===== config.mk =====
export PLATFORM = sky130hd
export DESIGN_NAME = selective_repeat_sender_window_top
export DESIGN_NICKNAME = d
export VERILOG_FILES = /design/src/design/srsw_pkg.sv /design/src/design/selective_repeat_sender_window_top.sv /design/src/design/srsw_lane.sv /design/src/design/srsw_merge.sv /design/src/design/srsw_emit.sv
export SDC_FILE = /design/constraint.sdc
export NUM_CORES = 1
export LEC_CHECK = 0
export ABC_AREA = 1
export BUFFER_PORTS_ARGS = -buffer_cell sky130_fd_sc_hd__buf_2
export CORE_UTILIZATION = 60
export DETAILED_ROUTE_END_ITERATION = 7
export PLACE_DENSITY = 0.79
export SYNTH_ARGS = -nofsm -noshare
export SYNTH_HDL_FRONTEND = slang
export SYNTH_SLANG_ARGS = --single-unit
export TNS_END_PERCENT = 10

===== constraint.sdc =====
create_clock -name clock -period 21.9 [get_ports clock]
set_input_delay 2.19 -clock clock [delete_from_list [all_inputs] [get_ports clock]]
set_output_delay 2.19 -clock clock [all_outputs]
set_load 0.1 [all_outputs]

===== src/design/srsw_pkg.sv =====
// Shared types and constants for the selective-repeat sender window.
// Holds payload structs, lane and round records and register indexes.
// No dependencies.
package srsw_pkg;

   localparam int WINDOW_MAX        = 16;
   localparam int FRAME_NUMBER_BITS = 16;
   localparam int SLOT_BITS         = $clog2(WINDOW_MAX);
   localparam int OFS_BITS          = $clog2(WINDOW_MAX + 1);
   localparam int WL_BITS           = 5;
   localparam int FT_BITS           = 16;
   localparam int MASK_BITS         = 16;
   localparam int CNT_BITS          = 32;
   localparam int CSR_INDEX_BITS    = 4;
   localparam int CSR_DATA_BITS     = 16;

   localparam logic [CSR_INDEX_BITS-1:0] CSR_WINDOW_LENGTH = CSR_INDEX_BITS'(0);
   localparam logic [CSR_INDEX_BITS-1:0] CSR_FRAME_TOTAL   = CSR_INDEX_BITS'(1);

   localparam logic [WL_BITS-1:0] WL_RESET = WL_BITS'(4);
   localparam logic [FT_BITS-1:0] FT_RESET = FT_BITS'(10);

   typedef struct packed {
      logic [MASK_BITS-1:0] frame_loss_mask;
      logic [MASK_BITS-1:0] ack_loss_mask;
   } req_payload_type;

   typedef struct packed {
      logic [15:0]         frame_number;
      logic                lost_frame;
      logic                lost_ack;
      logic                now_acked;
      logic                last_of_round;
      logic [15:0]         window_base;
      logic                all_done;
      logic [CNT_BITS-1:0] sent_count;
      logic [CNT_BITS-1:0] frame_loss_count;
      logic [CNT_BITS-1:0] ack_loss_count;
   } rsp_payload_type;

   typedef struct packed {
      logic send;
      logic lost_frame;
      logic lost_ack;
      logic now_acked;
   } lane_out_type;

   typedef struct packed {
      logic [WINDOW_MAX-1:0]        send_mask;
      logic [WINDOW_MAX-1:0]        lf_mask;
      logic [WINDOW_MAX-1:0]        la_mask;
      logic [FRAME_NUMBER_BITS-1:0] start_before;
      logic [FRAME_NUMBER_BITS-1:0] base_after;
      logic                         done;
   } round_type;

   typedef struct packed {
      logic busy;
      logic finishing;
   } emit_status_type;

endpackage


===== src/design/selective_repeat_sender_window_top.sv =====
// Selective-repeat ARQ sender window, top level. Depends on srsw_pkg,
// srsw_lane, srsw_merge and srsw_emit.
//
// Each accepted item is one transmission round. Sixteen lanes judge every
// window offset at once in the accept cycle; the merging stage updates the
// acknowledgement ring and slides the window there, so the window state is
// final as soon as the item is taken. The emitter then gives one result per
// cycle unless rsp_stall holds the output: one per frame sent, or a single
// status result when nothing is sent. A round yields 1 to window_length
// results (window_length clamped to 1..16); the next item is taken on the
// cycle the last result enters the output register. No clearing pass is
// needed after reset. Write configuration only while no round is open.
module selective_repeat_sender_window_top
   import srsw_pkg::*;
(
   input  logic                      clock,
   input  logic                      reset,
   input  logic                      req_valid,
   output logic                      req_stall,
   input  req_payload_type           req_payload,
   output logic                      rsp_valid,
   input  logic                      rsp_stall,
   output rsp_payload_type           rsp_payload,
   input  logic                      csr_valid,
   output logic                      csr_ready,
   input  logic [CSR_INDEX_BITS-1:0] csr_index,
   input  logic [CSR_DATA_BITS-1:0]  csr_data
);

   logic [WL_BITS-1:0]           wl_ff, wl_in;
   logic [FT_BITS-1:0]           ft_ff, ft_in;
   logic [WINDOW_MAX-1:0]        ring_ff, ring_in;
   logic [FRAME_NUMBER_BITS-1:0] start_ff, start_in;

   logic [WL_BITS-1:0]            wl_eff;
   logic [2*WINDOW_MAX-1:0]       rot_wide;
   logic [WINDOW_MAX-1:0]         ring_rot;
   lane_out_type [WINDOW_MAX-1:0] lanes;
   logic [WINDOW_MAX-1:0]         ring_after;
   round_type                     round;
   emit_status_type               emit_status;
   logic                          accept;

   assign csr_ready = 1'b1;
   assign req_stall = emit_status.busy && !emit_status.finishing;
   assign accept    = req_valid && !req_stall;

   always_comb begin
      wl_in = wl_ff;
      ft_in = ft_ff;
      if (csr_valid && csr_ready) begin
         unique case (csr_index)
            CSR_WINDOW_LENGTH: wl_in = csr_data[WL_BITS-1:0];
            CSR_FRAME_TOTAL:   ft_in = csr_data[FT_BITS-1:0];
            default: ;
         endcase
      end
   end

   always_comb begin
      if (wl_ff == '0) begin
         wl_eff = WL_BITS'(1);
      end else if (wl_ff > WL_BITS'(WINDOW_MAX)) begin
         wl_eff = WL_BITS'(WINDOW_MAX);
      end else begin
         wl_eff = wl_ff;
      end
      rot_wide = {ring_ff, ring_ff} >> start_ff[SLOT_BITS-1:0];
      ring_rot = rot_wide[WINDOW_MAX-1:0];
   end

   for (genvar k = 0; k < WINDOW_MAX; k++) begin : g_lane
      srsw_lane u_lane (
         .lane_offset (SLOT_BITS'(k)),
         .start       (start_ff),
         .frame_total (ft_ff),
         .window_len  (wl_eff),
         .acked       (ring_rot[k]),
         .frame_loss  (req_payload.frame_loss_mask[k]),
         .ack_drop    (req_payload.ack_loss_mask[k]),
         .lane_out    (lanes[k])
      );
   end

   srsw_merge u_merge (
      .lanes       (lanes),
      .ring_rot    (ring_rot),
      .start       (start_ff),
      .frame_total (ft_ff),
      .ring_after  (ring_after),
      .round       (round)
   );

   always_comb begin
      ring_in  = ring_ff;
      start_in = start_ff;
      if (accept) begin
         ring_in  = ring_after;
         start_in = round.base_after;
      end
   end

   always_ff @(posedge clock) begin
      if (reset) begin
         wl_ff    <= WL_RESET;
         ft_ff    <= FT_RESET;
         ring_ff  <= '0;
         start_ff <= '0;
      end else begin
         wl_ff    <= wl_in;
         ft_ff    <= ft_in;
         ring_ff  <= ring_in;
         start_ff <= start_in;
      end
   end

   srsw_emit u_emit (
      .clock       (clock),
      .reset       (reset),
      .load        (accept),
      .round_in    (round),
      .status      (emit_status),
      .rsp_valid   (rsp_valid),
      .rsp_stall   (rsp_stall),
      .rsp_payload (rsp_payload)
   );

`ifndef ASSERT_OFF
   a_done_is_last: assert property (@(posedge clock) disable iff (reset)
      (rsp_valid && rsp_payload.all_done) |-> rsp_payload.last_of_round)
      else $error("all_done on a result that does not close its round");

   a_flags_exclusive: assert property (@(posedge clock) disable iff (reset)
      rsp_valid |-> !(rsp_payload.now_acked &&
                      (rsp_payload.lost_frame || rsp_payload.lost_ack)) &&
                    !(rsp_payload.lost_frame && rsp_payload.lost_ack))
      else $error("conflicting acknowledgement flags on a result");

   a_base_slot_clear: assert property (@(posedge clock) disable iff (reset)
      accept |=> ((start_ff >= FRAME_NUMBER_BITS'(ft_ff)) ||
                  !ring_ff[start_ff[SLOT_BITS-1:0]]))
      else $error("window did not slide past an acknowledged base frame");

   a_round_opens: assert property (@(posedge clock) disable iff (reset)
      accept |=> emit_status.busy)
      else $error("accepted item did not open a round in the emitter");
`endif

endmodule


===== src/design/srsw_lane.sv =====
// One window lane: decides whether the frame at its offset is sent and
// what the round's masks make of it. Depends on srsw_pkg.
module srsw_lane
   import srsw_pkg::*;
(
   input  logic [SLOT_BITS-1:0]         lane_offset,
   input  logic [FRAME_NUMBER_BITS-1:0] start,
   input  logic [FT_BITS-1:0]           frame_total,
   input  logic [WL_BITS-1:0]           window_len,
   input  logic                         acked,
   input  logic                         frame_loss,
   input  logic                         ack_drop,
   output lane_out_type                 lane_out
);

   logic [FRAME_NUMBER_BITS:0] fnum;
   logic                       in_window;
   logic                       send;

   always_comb begin
      fnum      = {1'b0, start} + (FRAME_NUMBER_BITS + 1)'(lane_offset);
      in_window = WL_BITS'(lane_offset) < window_len;
      send      = in_window && (fnum < (FRAME_NUMBER_BITS + 1)'(frame_total)) && !acked;
      lane_out.send       = send;
      lane_out.lost_frame = send && frame_loss;
      lane_out.lost_ack   = send && !frame_loss && ack_drop;
      lane_out.now_acked  = send && !frame_loss && !ack_drop;
   end

endmodule


===== src/design/srsw_merge.sv =====
// Merging stage: folds lane results into the ring, slides the window
// past acknowledged frames and builds the round record. Depends on srsw_pkg.
module srsw_merge
   import srsw_pkg::*;
(
   input  lane_out_type [WINDOW_MAX-1:0] lanes,
   input  logic [WINDOW_MAX-1:0]         ring_rot,
   input  logic [FRAME_NUMBER_BITS-1:0]  start,
   input  logic [FT_BITS-1:0]            frame_total,
   output logic [WINDOW_MAX-1:0]         ring_after,
   output round_type                     round
);

   logic [WINDOW_MAX-1:0]        na_mask;
   logic [WINDOW_MAX-1:0]        bound;
   logic [WINDOW_MAX-1:0]        r1;
   logic [WINDOW_MAX-1:0]        r2;
   logic [WINDOW_MAX:0]          q;
   logic [WINDOW_MAX:0]          first_zero;
   logic [WINDOW_MAX:0]          ones;
   logic [OFS_BITS-1:0]          slide;
   logic [FRAME_NUMBER_BITS-1:0] new_start;
   logic [2*WINDOW_MAX-1:0]      derot;
   logic [SLOT_BITS-1:0]         start_slot;

   always_comb begin
      start_slot = start[SLOT_BITS-1:0];
      for (int i = 0; i < WINDOW_MAX; i++) begin
         round.send_mask[i] = lanes[i].send;
         round.lf_mask[i]   = lanes[i].lost_frame;
         round.la_mask[i]   = lanes[i].lost_ack;
         na_mask[i]         = lanes[i].now_acked;
         bound[i] = ({1'b0, start} + (FRAME_NUMBER_BITS + 1)'(i))
                    < (FRAME_NUMBER_BITS + 1)'(frame_total);
      end
      r1         = ring_rot | na_mask;
      q          = {1'b0, r1 & bound};
      first_zero = ~q & (q + (WINDOW_MAX + 1)'(1));
      ones       = first_zero - (WINDOW_MAX + 1)'(1);
      slide      = '0;
      for (int i = 0; i <= WINDOW_MAX; i++) begin
         if (first_zero[i]) begin
            slide = slide | OFS_BITS'(i);
         end
      end
      r2         = r1 & ~ones[WINDOW_MAX-1:0];
      derot      = {r2, r2} << start_slot;
      ring_after = derot[2*WINDOW_MAX-1:WINDOW_MAX];
      new_start  = start + FRAME_NUMBER_BITS'(slide);
      round.start_before = start;
      round.base_after   = new_start;
      round.done         = {1'b0, new_start} >= (FRAME_NUMBER_BITS + 1)'(frame_total);
   end

endmodule


===== src/design/srsw_emit.sv =====
// Result emitter: walks the round's send mask one item per cycle unless
// stalled; keeps saturating counters and the output register. Depends on srsw_pkg.
module srsw_emit
   import srsw_pkg::*;
(
   input  logic            clock,
   input  logic            reset,
   input  logic            load,
   input  round_type       round_in,
   output emit_status_type status,
   output logic            rsp_valid,
   input  logic            rsp_stall,
   output rsp_payload_type rsp_payload
);

   logic                  busy_ff, busy_in;
   logic                  rsp_valid_ff, rsp_valid_in;
   rsp_payload_type       rsp_payload_ff, rsp_payload_in;
   round_type             round_ff, round_in_sel;
   logic [WINDOW_MAX-1:0] pend_ff, pend_in;
   logic [CNT_BITS-1:0]   sent_ff, sent_in;
   logic [CNT_BITS-1:0]   floss_ff, floss_in;
   logic [CNT_BITS-1:0]   aloss_ff, aloss_in;

   logic                  out_free;
   logic                  fire;
   logic [WINDOW_MAX-1:0] pick;
   logic [WINDOW_MAX-1:0] remain;
   logic [SLOT_BITS-1:0]  idx;
   logic                  last;
   logic                  lf;
   logic                  la;

   always_comb begin
      out_free = !rsp_valid_ff || !rsp_stall;
      fire     = busy_ff && out_free;
      pick     = pend_ff & (~pend_ff + WINDOW_MAX'(1));
      remain   = pend_ff & ~pick;
      last     = (remain == '0);
      idx      = '0;
      for (int k = 0; k < WINDOW_MAX; k++) begin
         if (pick[k]) begin
            idx = idx | SLOT_BITS'(k);
         end
      end
      lf = |(pick & round_ff.lf_mask);
      la = |(pick & round_ff.la_mask);

      status.busy      = busy_ff;
      status.finishing = fire && last;

      busy_in      = busy_ff;
      pend_in      = pend_ff;
      round_in_sel = round_ff;
      sent_in      = sent_ff;
      floss_in     = floss_ff;
      aloss_in     = aloss_ff;
      rsp_valid_in = rsp_valid_ff && rsp_stall;
      rsp_payload_in = rsp_payload_ff;

      if (fire) begin
         rsp_valid_in = 1'b1;
         busy_in      = !last;
         pend_in      = remain;
         if (pend_ff != '0) begin
            sent_in = (sent_ff == '1) ? sent_ff : sent_ff + CNT_BITS'(1);
            if (lf) begin
               floss_in = (floss_ff == '1) ? floss_ff : floss_ff + CNT_BITS'(1);
            end
            if (la) begin
               aloss_in = (aloss_ff == '1) ? aloss_ff : aloss_ff + CNT_BITS'(1);
            end
            rsp_payload_in.frame_number = 16'(round_ff.start_before + FRAME_NUMBER_BITS'(idx));
            rsp_payload_in.lost_frame   = lf;
            rsp_payload_in.lost_ack     = la;
            rsp_payload_in.now_acked    = !lf && !la;
            rsp_payload_in.last_of_round = last;
            rsp_payload_in.window_base  = last ? 16'(round_ff.base_after)
                                               : 16'(round_ff.start_before);
            rsp_payload_in.all_done     = last && round_ff.done;
         end else begin
            rsp_payload_in.frame_number  = '0;
            rsp_payload_in.lost_frame    = 1'b0;
            rsp_payload_in.lost_ack      = 1'b0;
            rsp_payload_in.now_acked     = 1'b0;
            rsp_payload_in.last_of_round = 1'b1;
            rsp_payload_in.window_base   = 16'(round_ff.base_after);
            rsp_payload_in.all_done      = round_ff.done;
         end
         rsp_payload_in.sent_count       = sent_in;
         rsp_payload_in.frame_loss_count = floss_in;
         rsp_payload_in.ack_loss_count   = aloss_in;
      end

      if (load) begin
         busy_in      = 1'b1;
         pend_in      = round_in.send_mask;
         round_in_sel = round_in;
      end
   end

   always_ff @(posedge clock) begin
      if (reset) begin
         busy_ff      <= 1'b0;
         rsp_valid_ff <= 1'b0;
         sent_ff      <= '0;
         floss_ff     <= '0;
         aloss_ff     <= '0;
      end else begin
         busy_ff      <= busy_in;
         rsp_valid_ff <= rsp_valid_in;
         sent_ff      <= sent_in;
         floss_ff     <= floss_in;
         aloss_ff     <= aloss_in;
      end
      pend_ff        <= pend_in;
      round_ff       <= round_in_sel;
      rsp_payload_ff <= rsp_payload_in;
   end

   assign rsp_valid   = rsp_valid_ff;
   assign rsp_payload = rsp_payload_ff;

endmodule

# After elaboration in Yosys (flattened, before gate mapping)
# Cells that the tools add are included.
# totals
regBits,365
wordCells,316
# classes
n_addsub,23
n_lt_le_gt_ge,34
n_eq_ne,4
shift,2
mux,48
bitwise_logic,12
n_reduce_logical,168
# ops
op,n
2-to-1 mux 32 bit,8
< comparator 17 x 16 -> 1 bit,15
"adder 16 x 4 -> 17 bit, second input constant",8
logical AND 1 bit,103
"adder 32 x 1 -> 32 bit, second input constant",3
bitwise AND 16 bit,6
"equality test 32 bit, second input constant",3
"adder 16 x 3 -> 17 bit, second input constant",4
2-to-1 mux 4 bit,16
logical NOT 1 bit,55
2-to-1 mux 16 bit,3
NOT 16 bit,3
"< comparator 4 x 5 -> 1 bit, first input constant",8
"adder 16 x 1 -> 17 bit, second input constant",2
"adder 16 x 2 -> 17 bit, second input constant",2
OR reduction 16 bit,2
<< shifter 32 x 4 -> 32 bit,1
>> shifter 32 x 4 -> 16 bit,1
2-to-1 mux 3 bit,8
"< comparator 3 x 5 -> 1 bit, first input constant",4
bitwise AND 17 bit,1
2-to-1 mux 17 bit,1
NOT 16 -> 17 bit,1
"adder 16 x 1 -> 16 bit, second input constant",1
20 further kinds,32

# Longest topological paths before layout
# Gate-level depths: netlist of run 1.
# depth
ltp_word,30
ltp_mapped,47
mapped_depth_nobuf,45

# Modules after synthesis
# A second synthesis of run 1 with hierarchy kept.
# unflattened
cells_unflattened,6939
hier_area_um2,46473.3
# modules_own_cells
module,n_inst,cells_each,area_per_inst_um2
srsw_emit,1,2061,16579.7
srsw_lane (g_lane[0].u_lane ...),14,166,1001.0
srsw_merge,1,1810,11174.5
selective_repeat_sender_window_top,1,420,2773.9
srsw_lane (g_lane[8].u_lane ...),2,162,965.9

# Least setup slack after synthesis of run 1
# Ideal clock, no wire load.
# synth_timing
path_type,input -> register
startpoint,input rsp_stall
endpoint,"register u_emit.rsp_payload_ff, in the netlist u_emit.rsp_payload[0], enable pin"
setup_time_ns,0.549
arrival_time_ns,6.366
setup_slack_ns,14.985
cell_stages,4
path_buffers,1
path_cell_list,nand2_1 -> nand2_1 -> clkinv_1 -> clkbuf_1
# synth_via
elab_chain_len,3
# synth_rtl
element,line_no,rtl
"start, declared",selective_repeat_sender_window_top.sv:22,"input logic rsp_stall,"
logical NOT 1 bit,srsw_emit.sv:35,out_free = !rsp_valid_ff || !rsp_stall;
logical OR 1 bit,srsw_emit.sv:35,
logical AND 1 bit,srsw_emit.sv:36,fire = busy_ff && out_free;
named net u_emit.fire,srsw_emit.sv:26,logic fire;
"end signal, assigned",srsw_emit.sv:118,rsp_payload_ff <= rsp_payload_in;
"end, declared",srsw_emit.sv:18,"rsp_payload_type rsp_payload_ff, rsp_payload_in;"
# The timed path passes the listed nets, and every way through them passes these cells.
# A chain may end at the register's enable or synchronous reset.

==> results.md, run 1 <==
- Share of layout cells above drive strength 1: 11.4%
- Peak Freq: 116 MHz
- Core area: 46,600 um2
- Post-Place Cells: 4,475
- Final std cells w/o fill: 4,549
- Mean area per synthesized cell: 7.54 um2
- Cells on worst reg2reg path: 44
- Mapped cell area: 28,300 um2
- P_leak: 15.1 nW
- Top Metal Used: met4
- Placer Congestion: 1.08
- DRT antenna net count: 0
- Min Tclk post-route: 8640 ps
- Crit Path Class: flip-flop to flip-flop
- TritonRoute pass-1 iters: 7
- Fin nets: 4,230
- Reg2reg start: start_ff[3]
- Max Buffers Root-to-Sink: 3
- Hold depth: 2
- Number of enable flip-flop cells after synthesis: 214
- Wirelength per Cell: 19.1 um
- Flop-to-flop setup slack: 13,260 ps
- Met3 WL: 8850 um
- Post-Syn Instances: 3,752
- Cell chosen for the clock root: clkbuf_16
- Routed met2 length: 37,700 um
- Crit-path max cell delay: 670 ps
- Max H-tree Level: 2
- Peak supply drop: 0.0877 mV
- Initial antenna violation count: 2
- Port bufs: 191
- Synth unique cells: 63
- Main synth FF type: edfxtp_1
- Crit share post-route: 39.5%
- Insertion delay to the later sink of the worst-skew pair: 570 ps
- Pwr/cell area: 70.7 nW/um2
- Most common cell after layout, fill and taps aside: nand2_1
- DP HPWL: 64,000 um
- Clk slew on worst S/H paths: 60 ps
- Worst Max-Slew Pin Slew: 1150 ps
- CTS Buf Count: 39
- Setup Fix Bufs, Post-CTS: 0
- Final setup violation count: 0
- Final hold vios: 0
- Die height: 219 um
- HP Class: flip-flop to flip-flop
- Worst hold slack: 492 ps
- Die Area: 48,000 um2
- DR DRC count: 0
- RSZ-0062 raised after global routing: no
- Post-Layout Inst Area: 30,900 um2
- Starting Density: 60.7%
- WL met1: 36,300 um
- Fillers: 4,010
- Largest net degree at the start of global routing: 87
- Setup crit end kind: flip-flop
- Hold path endpoint: ring_ff[0]
- Post-Synthesis Net Count: 4,073
- Gr ovfl total: 0
- WP data arrival: 8930 ps
- Top Ports: 193
- Detailed Route WL: 86,800 um
- Vias per cell: 5.77
- Worst setup SP type: flip-flop
- Setup_tns: 0 ps
- CTS tree: yes
- Share of synthesized registers carrying an async set or reset: 0%
- Die X: 219 um
- Number of global-route vias before repair: 23,900
- Status: complete, no violations
- Syn-to-layout area delta: 9.46%
- HP Start: ring_ff[0]
- Slowest CP cell: ha_1
- CP dominant cell by count: nand2_1
- Clk sink count: 365
- Synth Register Bits: 365
- Slew Limit Fails: 0
- Cts repair resizes: 0
- Row Count: 79
- Post-layout util: 66.5%
- Max FO, Critical Path: 46
- Hold_buf cts: 0
- Skew final: 31.2 ps
- Most frequent cells in the layout: nand2_1 (727), inv_1 (529), nor2_1 (355)
- Max Cap Viol: 0
- Post-DP Area: 29,700 um2
- Slew HR: 21.7%
- First-pass GRT wire length: 133,000 um
- Worst EP required: 22,190 ps
- Number of synthesis warnings: 0
- Register area share after synthesis: 33.4%
- Routed vias: 26,200
- Gr usage total: 35.8%
- 1st-iter DRT viols: 2,867
- Reg2reg end: u_emit.round_ff[0]
[power by group]
part           leakage [nW]  total [mW]  switching, mW  internal (mW)
clock                 0.581       0.631          0.276          0.355
sequential             3.34       0.825         0.0337          0.792
combinational          11.2       0.731          0.542          0.189
[per-layer routing]
| metal | vias to the layer above | track usage (%) |
|---|---|---|
| li1 | 12600 | - |
| met3 | 237 | 6.36 |
| met2 | 1384 | 55.1 |
| met5 | - | 0 |
| met4 | 0 | 15.5 |
| met1 | 12000 | 49.1 |
[how the worst max path moves through the flow]
| stage | startpoint | end | slack (ps) |
|---|---|---|---|
| floorplan | rsp_stall | u_emit.rsp_payload[0] | 14980 |
| global placement | start_ff[2] | u_emit.round_ff[0] | 13520 |
| detailed placement | start_ff[3] | u_emit.round_ff[0] | 13640 |
| CTS | start_ff[2] | u_emit.round_ff[0] | 13580 |
| global route | start_ff[3] | u_emit.round_ff[0] | 12810 |
| finish | start_ff[3] | u_emit.round_ff[0] | 13260 |
[final cells by class]
| cell class | instances | area [um2] | share of cell area [%] |
|---|---|---|---|
| multi-input combinational | 2701 | 16100 | 52.1 |
| clock inverter | 11 | 78.8 | 0.255 |
| inverter | 572 | 2160 | 6.98 |
| tap | 607 | 759 | 2.45 |
| timing repair buffer | 230 | 1250 | 4.04 |
| clock buffer | 60 | 1120 | 3.61 |
| sequential | 365 | 9450 | 30.5 |
| antenna | 3 | 7.51 | 0.0243 |
[logic make-up (layout without fill, tap and decap cells)]
kind of cell	count (synthesis)	count (layout)	share of synthesized area, %
other	1	4	0.0133
buffers and inverters	686	873	9.58
adders and majority gates	264	264	11.7
xor gates and xnor gates	268	268	8.30
AOI/OAI and AO/OA	544	544	10.6
muxes	1	1	0.0354
and+or+nand+nor	1623	1623	26.4
DFF	365	365	33.4
[worst max-delay path, delay by kind of cell (launching register included)]
kind	cells	cell delay, ps
buffers and inverters	5	1080
flip-flops	1	350
XOR/XNOR	2	640
AO/OA/AOI/OAI	9	1740
AND/OR/NAND/NOR	23	2600
adder cells (fa/ha/maj)	5	1940
[sequential cells by signal, indices dropped and copies added, names as in the netlist]
| name | cells |
|---|---|
| u_emit.rsp_payload | 133 |
| u_emit.aloss_ff | 32 |
| u_emit.busy_ff | 1 |
| ring_ff | 16 |
| wl_ff | 5 |
| u_emit.rsp_valid | 1 |
| u_emit.sent_ff | 32 |
| u_emit.pend_ff | 16 |
| u_emit.floss_ff | 32 |
| ft_ff | 16 |
| u_emit.round_ff | 65 |
| start_ff | 16 |
[cells in the mapped netlist, drive strengths merged (58+ instances only)]
master,count,area (um2)
nand3,292,1620
dfxtp,151,3020
nor3,78,425
ha,262,3280
nand2,767,3040
edfxtp,214,6430
nor2,390,1710
nand4,58,382
inv,554,2090
a21oi,249,1310
o21ai,227,1150
xor2,265,2320
[metrics by stage]
stage,worst slack [ps],power (mW)
after floorplan,14980,1.38
after global placement,13520,1.54
after detailed placement,13640,1.55
after CTS,13580,2.18
after global routing,12810,2.29
final,13260,2.19
(Power assumes the default switching activity.)
==> run 2: changes to the inputs <==
--- a/config.mk
+++ b/config.mk
@@ -5,11 +5,11 @@
 export SDC_FILE = /design/constraint.sdc
 export NUM_CORES = 1
 export LEC_CHECK = 0
-export ABC_AREA = 1
+export ABC_AREA = 0
 export BUFFER_PORTS_ARGS = -buffer_cell sky130_fd_sc_hd__buf_2
-export CORE_UTILIZATION = 60
+export CORE_UTILIZATION = 56
 export DETAILED_ROUTE_END_ITERATION = 7
-export PLACE_DENSITY = 0.79
+export PLACE_DENSITY = 0.78
 export SYNTH_ARGS = -nofsm -noshare
 export SYNTH_HDL_FRONTEND = slang
 export SYNTH_SLANG_ARGS = --single-unit
==> constraint.sdc (replaced) <==
create_clock -name clock -period 7.8 [get_ports clock]
set_input_delay 0.78 -clock clock [delete_from_list [all_inputs] [get_ports clock]]
set_output_delay 0.78 -clock clock [all_outputs]
set_load 0.1 [all_outputs]
==> run 2 against run 1 <==
Register-to-register slack got worse by 13000 ps; count of clock-buffer cells in the layout down 9; sequential power increased to 2.7 times the previous value; die area increased by 2.1%; critical endpoint unchanged; highest routed layer is now met5.
==> results.md, run 2 <==
- Mux cell area share after synthesis: 4.26%
- Most frequent cells in the layout: nor2_1 (347), nand2_1 (273), ha_1 (262)
- Max H-tree Level: 2
- Reg2reg end: u_emit.round_ff[0]
- XOR/XNOR Fraction of Synth Area: 12.5%
- First-pass GRT wire length: 135,000 um
- Crit path to: u_emit.round_ff[0]
- Max Buffers Root-to-Sink: 3
- Peak supply drop: 0.173 mV
- Insertion delay to the later sink of the worst-skew pair: 580 ps
- Post-Synthesis Net Count: 3,280
- Initial antenna violation count: 2
- Fin nets: 3,480
- Setup crit end kind: flip-flop
- Register area share after synthesis: 35.1%
- Vias per cell: 6.35
- Share of synthesized registers carrying an async set or reset: 0%
- TritonRoute pass-1 iters: 6
- WP data arrival: 7990 ps
- Max Cap Viol: 0
- Die X: 221 um
- Row Count: 80
- Crit Path Class: flip-flop to flip-flop
- Core area: 47,600 um2
- Compound-Gate Fraction of Synth Area: 12.5%
- Post-DP Area: 29,000 um2
- Status: complete, no violations
- Mapped cell area: 26,900 um2
- Cells on worst reg2reg path: 27
- Cts repair resizes: 0
- Multi-input gate area: 16,600 um2
- CTS Buf Count: 39
- Synth cell count leaders: nor2_1 (349), nand2_1 (274), ha_1 (262), xor2_1 (217), edfxtp_1 (214)
- Max FO, Critical Path: 14
- HP Class: flip-flop to flip-flop
- Gr usage total: 35.6%
- Top-area cell type share of the netlist area: 23.9%
- Slew HR: 21.1%
- CTS tree: yes
- Slew Limit Fails: 0
- Pwr/cell area: 169 nW/um2
- Most common cell after layout, fill and taps aside: nor2_1
- Mean area per synthesized cell: 9.11 um2
- Synth unique cells: 96
- Skew final: 35.8 ps
- Starting Density: 56.5%
- Gr ovfl total: 0
- Min Tclk post-route: 7680 ps
- Worst EP required: 8110 ps
- Crit share post-route: 98.5%
- DP HPWL: 66,900 um
- RSZ-0062 raised after global routing: no
- Worst Max-Slew Pin Slew: 1180 ps
- CP dominant cell by count: a21o_1
- Slowest CP cell: o21ai_0
- Worst setup SP type: flip-flop
- Crit-path max cell delay: 830 ps
- Most numerous cell in the Yosys netlist: nor2_1
- Hold_buf cts: 0
- Post-Synth Simple-Gate Area: 19.8%
- Top Ports: 193
- Largest net degree at the start of global routing: 111
- Flop-to-flop setup slack: 120 ps
- P_leak: 13.0 nW
- Number of synthesis warnings: 0
- Share of layout cells above drive strength 1: 14.5%
- Synth Area in Adders: 12.5%
- Die Area: 49,000 um2
- Placer Congestion: 1.06
- Clk sink count: 365
- Clk slew on worst S/H paths: 70 ps
- Routed vias: 24,200
- Synth Register Bits: 365
- Peak Freq: 130 MHz
- Number of enable flip-flop cells after synthesis: 214
- Syn-to-layout area delta: 12.4%
- Main synth FF type: edfxtp_1
- Cell accounting for the most synthesized area: edfxtp_1
- Final setup violation count: 0
- Largest family of logic cells by synthesized area: simple AND/OR/NAND/NOR gates
- 1st-iter DRT viols: 2,686
- Die height: 221 um
- Fillers: 3,914
- Final worst slack: 120 ps
- DRT antenna net count: 0
- Wirelength per Cell: 23.3 um
- Port bufs: 191
- Setup_tns: 0 ps
- Critical path launch point: start_ff[1]
- Cell chosen for the clock root: clkbuf_16
- Register area: 9450 um2
- Setup slack after placement: 332 ps
- Post-Syn Instances: 2,959
- Setup Fix Bufs, Post-CTS: 0
- DR DRC count: 0
- Post-Layout Inst Area: 30,300 um2
- Max reg flops: 133
- Final hold vios: 0
- Reg2reg start: start_ff[1]
- Top post-synthesis cells by area: edfxtp_1 (24%), ha_1 (12%), dfxtp_1 (11%)
- Number of global-route vias before repair: 23,100
- Detailed Route WL: 88,800 um
[run 2: changes by cell type in the layout (fill, tap and decap cells not counted), sizes merged, moves of 37 or more]
cell / change
and3: +38
nor2: -40
nand2: -493
a21oi: -86
buf: +83
xor2: -48
xnor2: +163
o21ai: -129
or3: +58
inv: -475
nand3: -171
a21o: +37
[run 2: logic make-up after synthesis]
logic type | Yosys count
multiplexers | 79
adder cells (fa/ha/maj) | 268
flip-flops | 365
XOR/XNOR | 383
AND/OR/NAND/NOR | 1111
AO/OA/AOI/OAI | 514
other | 1
buffers and inverters | 238
[run 2: routing by layer]
| layer | vias up | track usage, % | wire length (um) | part of all wire, % |
|---|---|---|---|---|
| li1 | 11000 | - | - | - |
| met1 | 11600 | 48.1 | 36800 | 41 |
| met2 | 1266 | 55.7 | 39400 | 44 |
| met3 | 281 | 5.48 | 8030 | 9.0 |
| met4 | 2 | 17.6 | 4560 | 5.1 |
| met5 | - | 0 | 11 | 0.012 |
[run 2: how the worst min path moves through the flow]
stage | from | to | slack [ps] | cells past startpoint
6_report | ft_ff[12] | ft_ff[12] | 460 | 2
5_1_grt | csr_data[2] | wl_ff[2] | 460 | 2
4_1_cts | req_valid | u_emit.busy_ff | 440 | 3
3_5_place_dp | ft_ff[4] | ft_ff[4] | 450 | 2
3_3_place_gp | ft_ff[2] | ft_ff[2] | 440 | 2
2_1_floorplan | start_ff[7] | u_emit.round_ff[24] | 430 | 0
[run 2: area by class of cell]
class                   count  area share (%)
diodes                      1         0.00826
repair buffers            313            6.19
flip-flops and latches    365            31.2
well taps                 615            2.54
clock buffers              51            3.40
multi-input cells        2356            54.8
inverters                  84            1.06
clock inverters            21           0.810
[run 2: where the power goes]
| part | switching (mW) | internal (mW) |
|---|---|---|
| clock | 0.788 | 1.08 |
| combinational | 0.789 | 0.261 |
| sequential | 0.0661 | 2.14 |
[run 2: worst max-delay path, delay by kind of cell, from the launching register on]
| family | cells | cell delay, ps |
|---|---|---|
| flops | 1 | 420 |
| simple gates | 2 | 390 |
| fa+ha+maj | 5 | 1630 |
| xor+xnor | 2 | 510 |
| compound gates | 16 | 4070 |
| buf+inv | 2 | 360 |
[run 2: stage by stage]
step / power, mW / utilization [%] / hold WS (ps) / cells
after CTS: 5.13 / 63.5 / 441 / 3805
after global placement: 3.26 / 60.8 / 444 / 3733
after floorplan: 3.01 / - / 432 / 2959
after detailed placement: 3.28 / 60.8 / 450 / 3733
final: 5.13 / 63.6 / 461 / 3806
after global routing: 5.28 / 63.6 / 458 / 3806
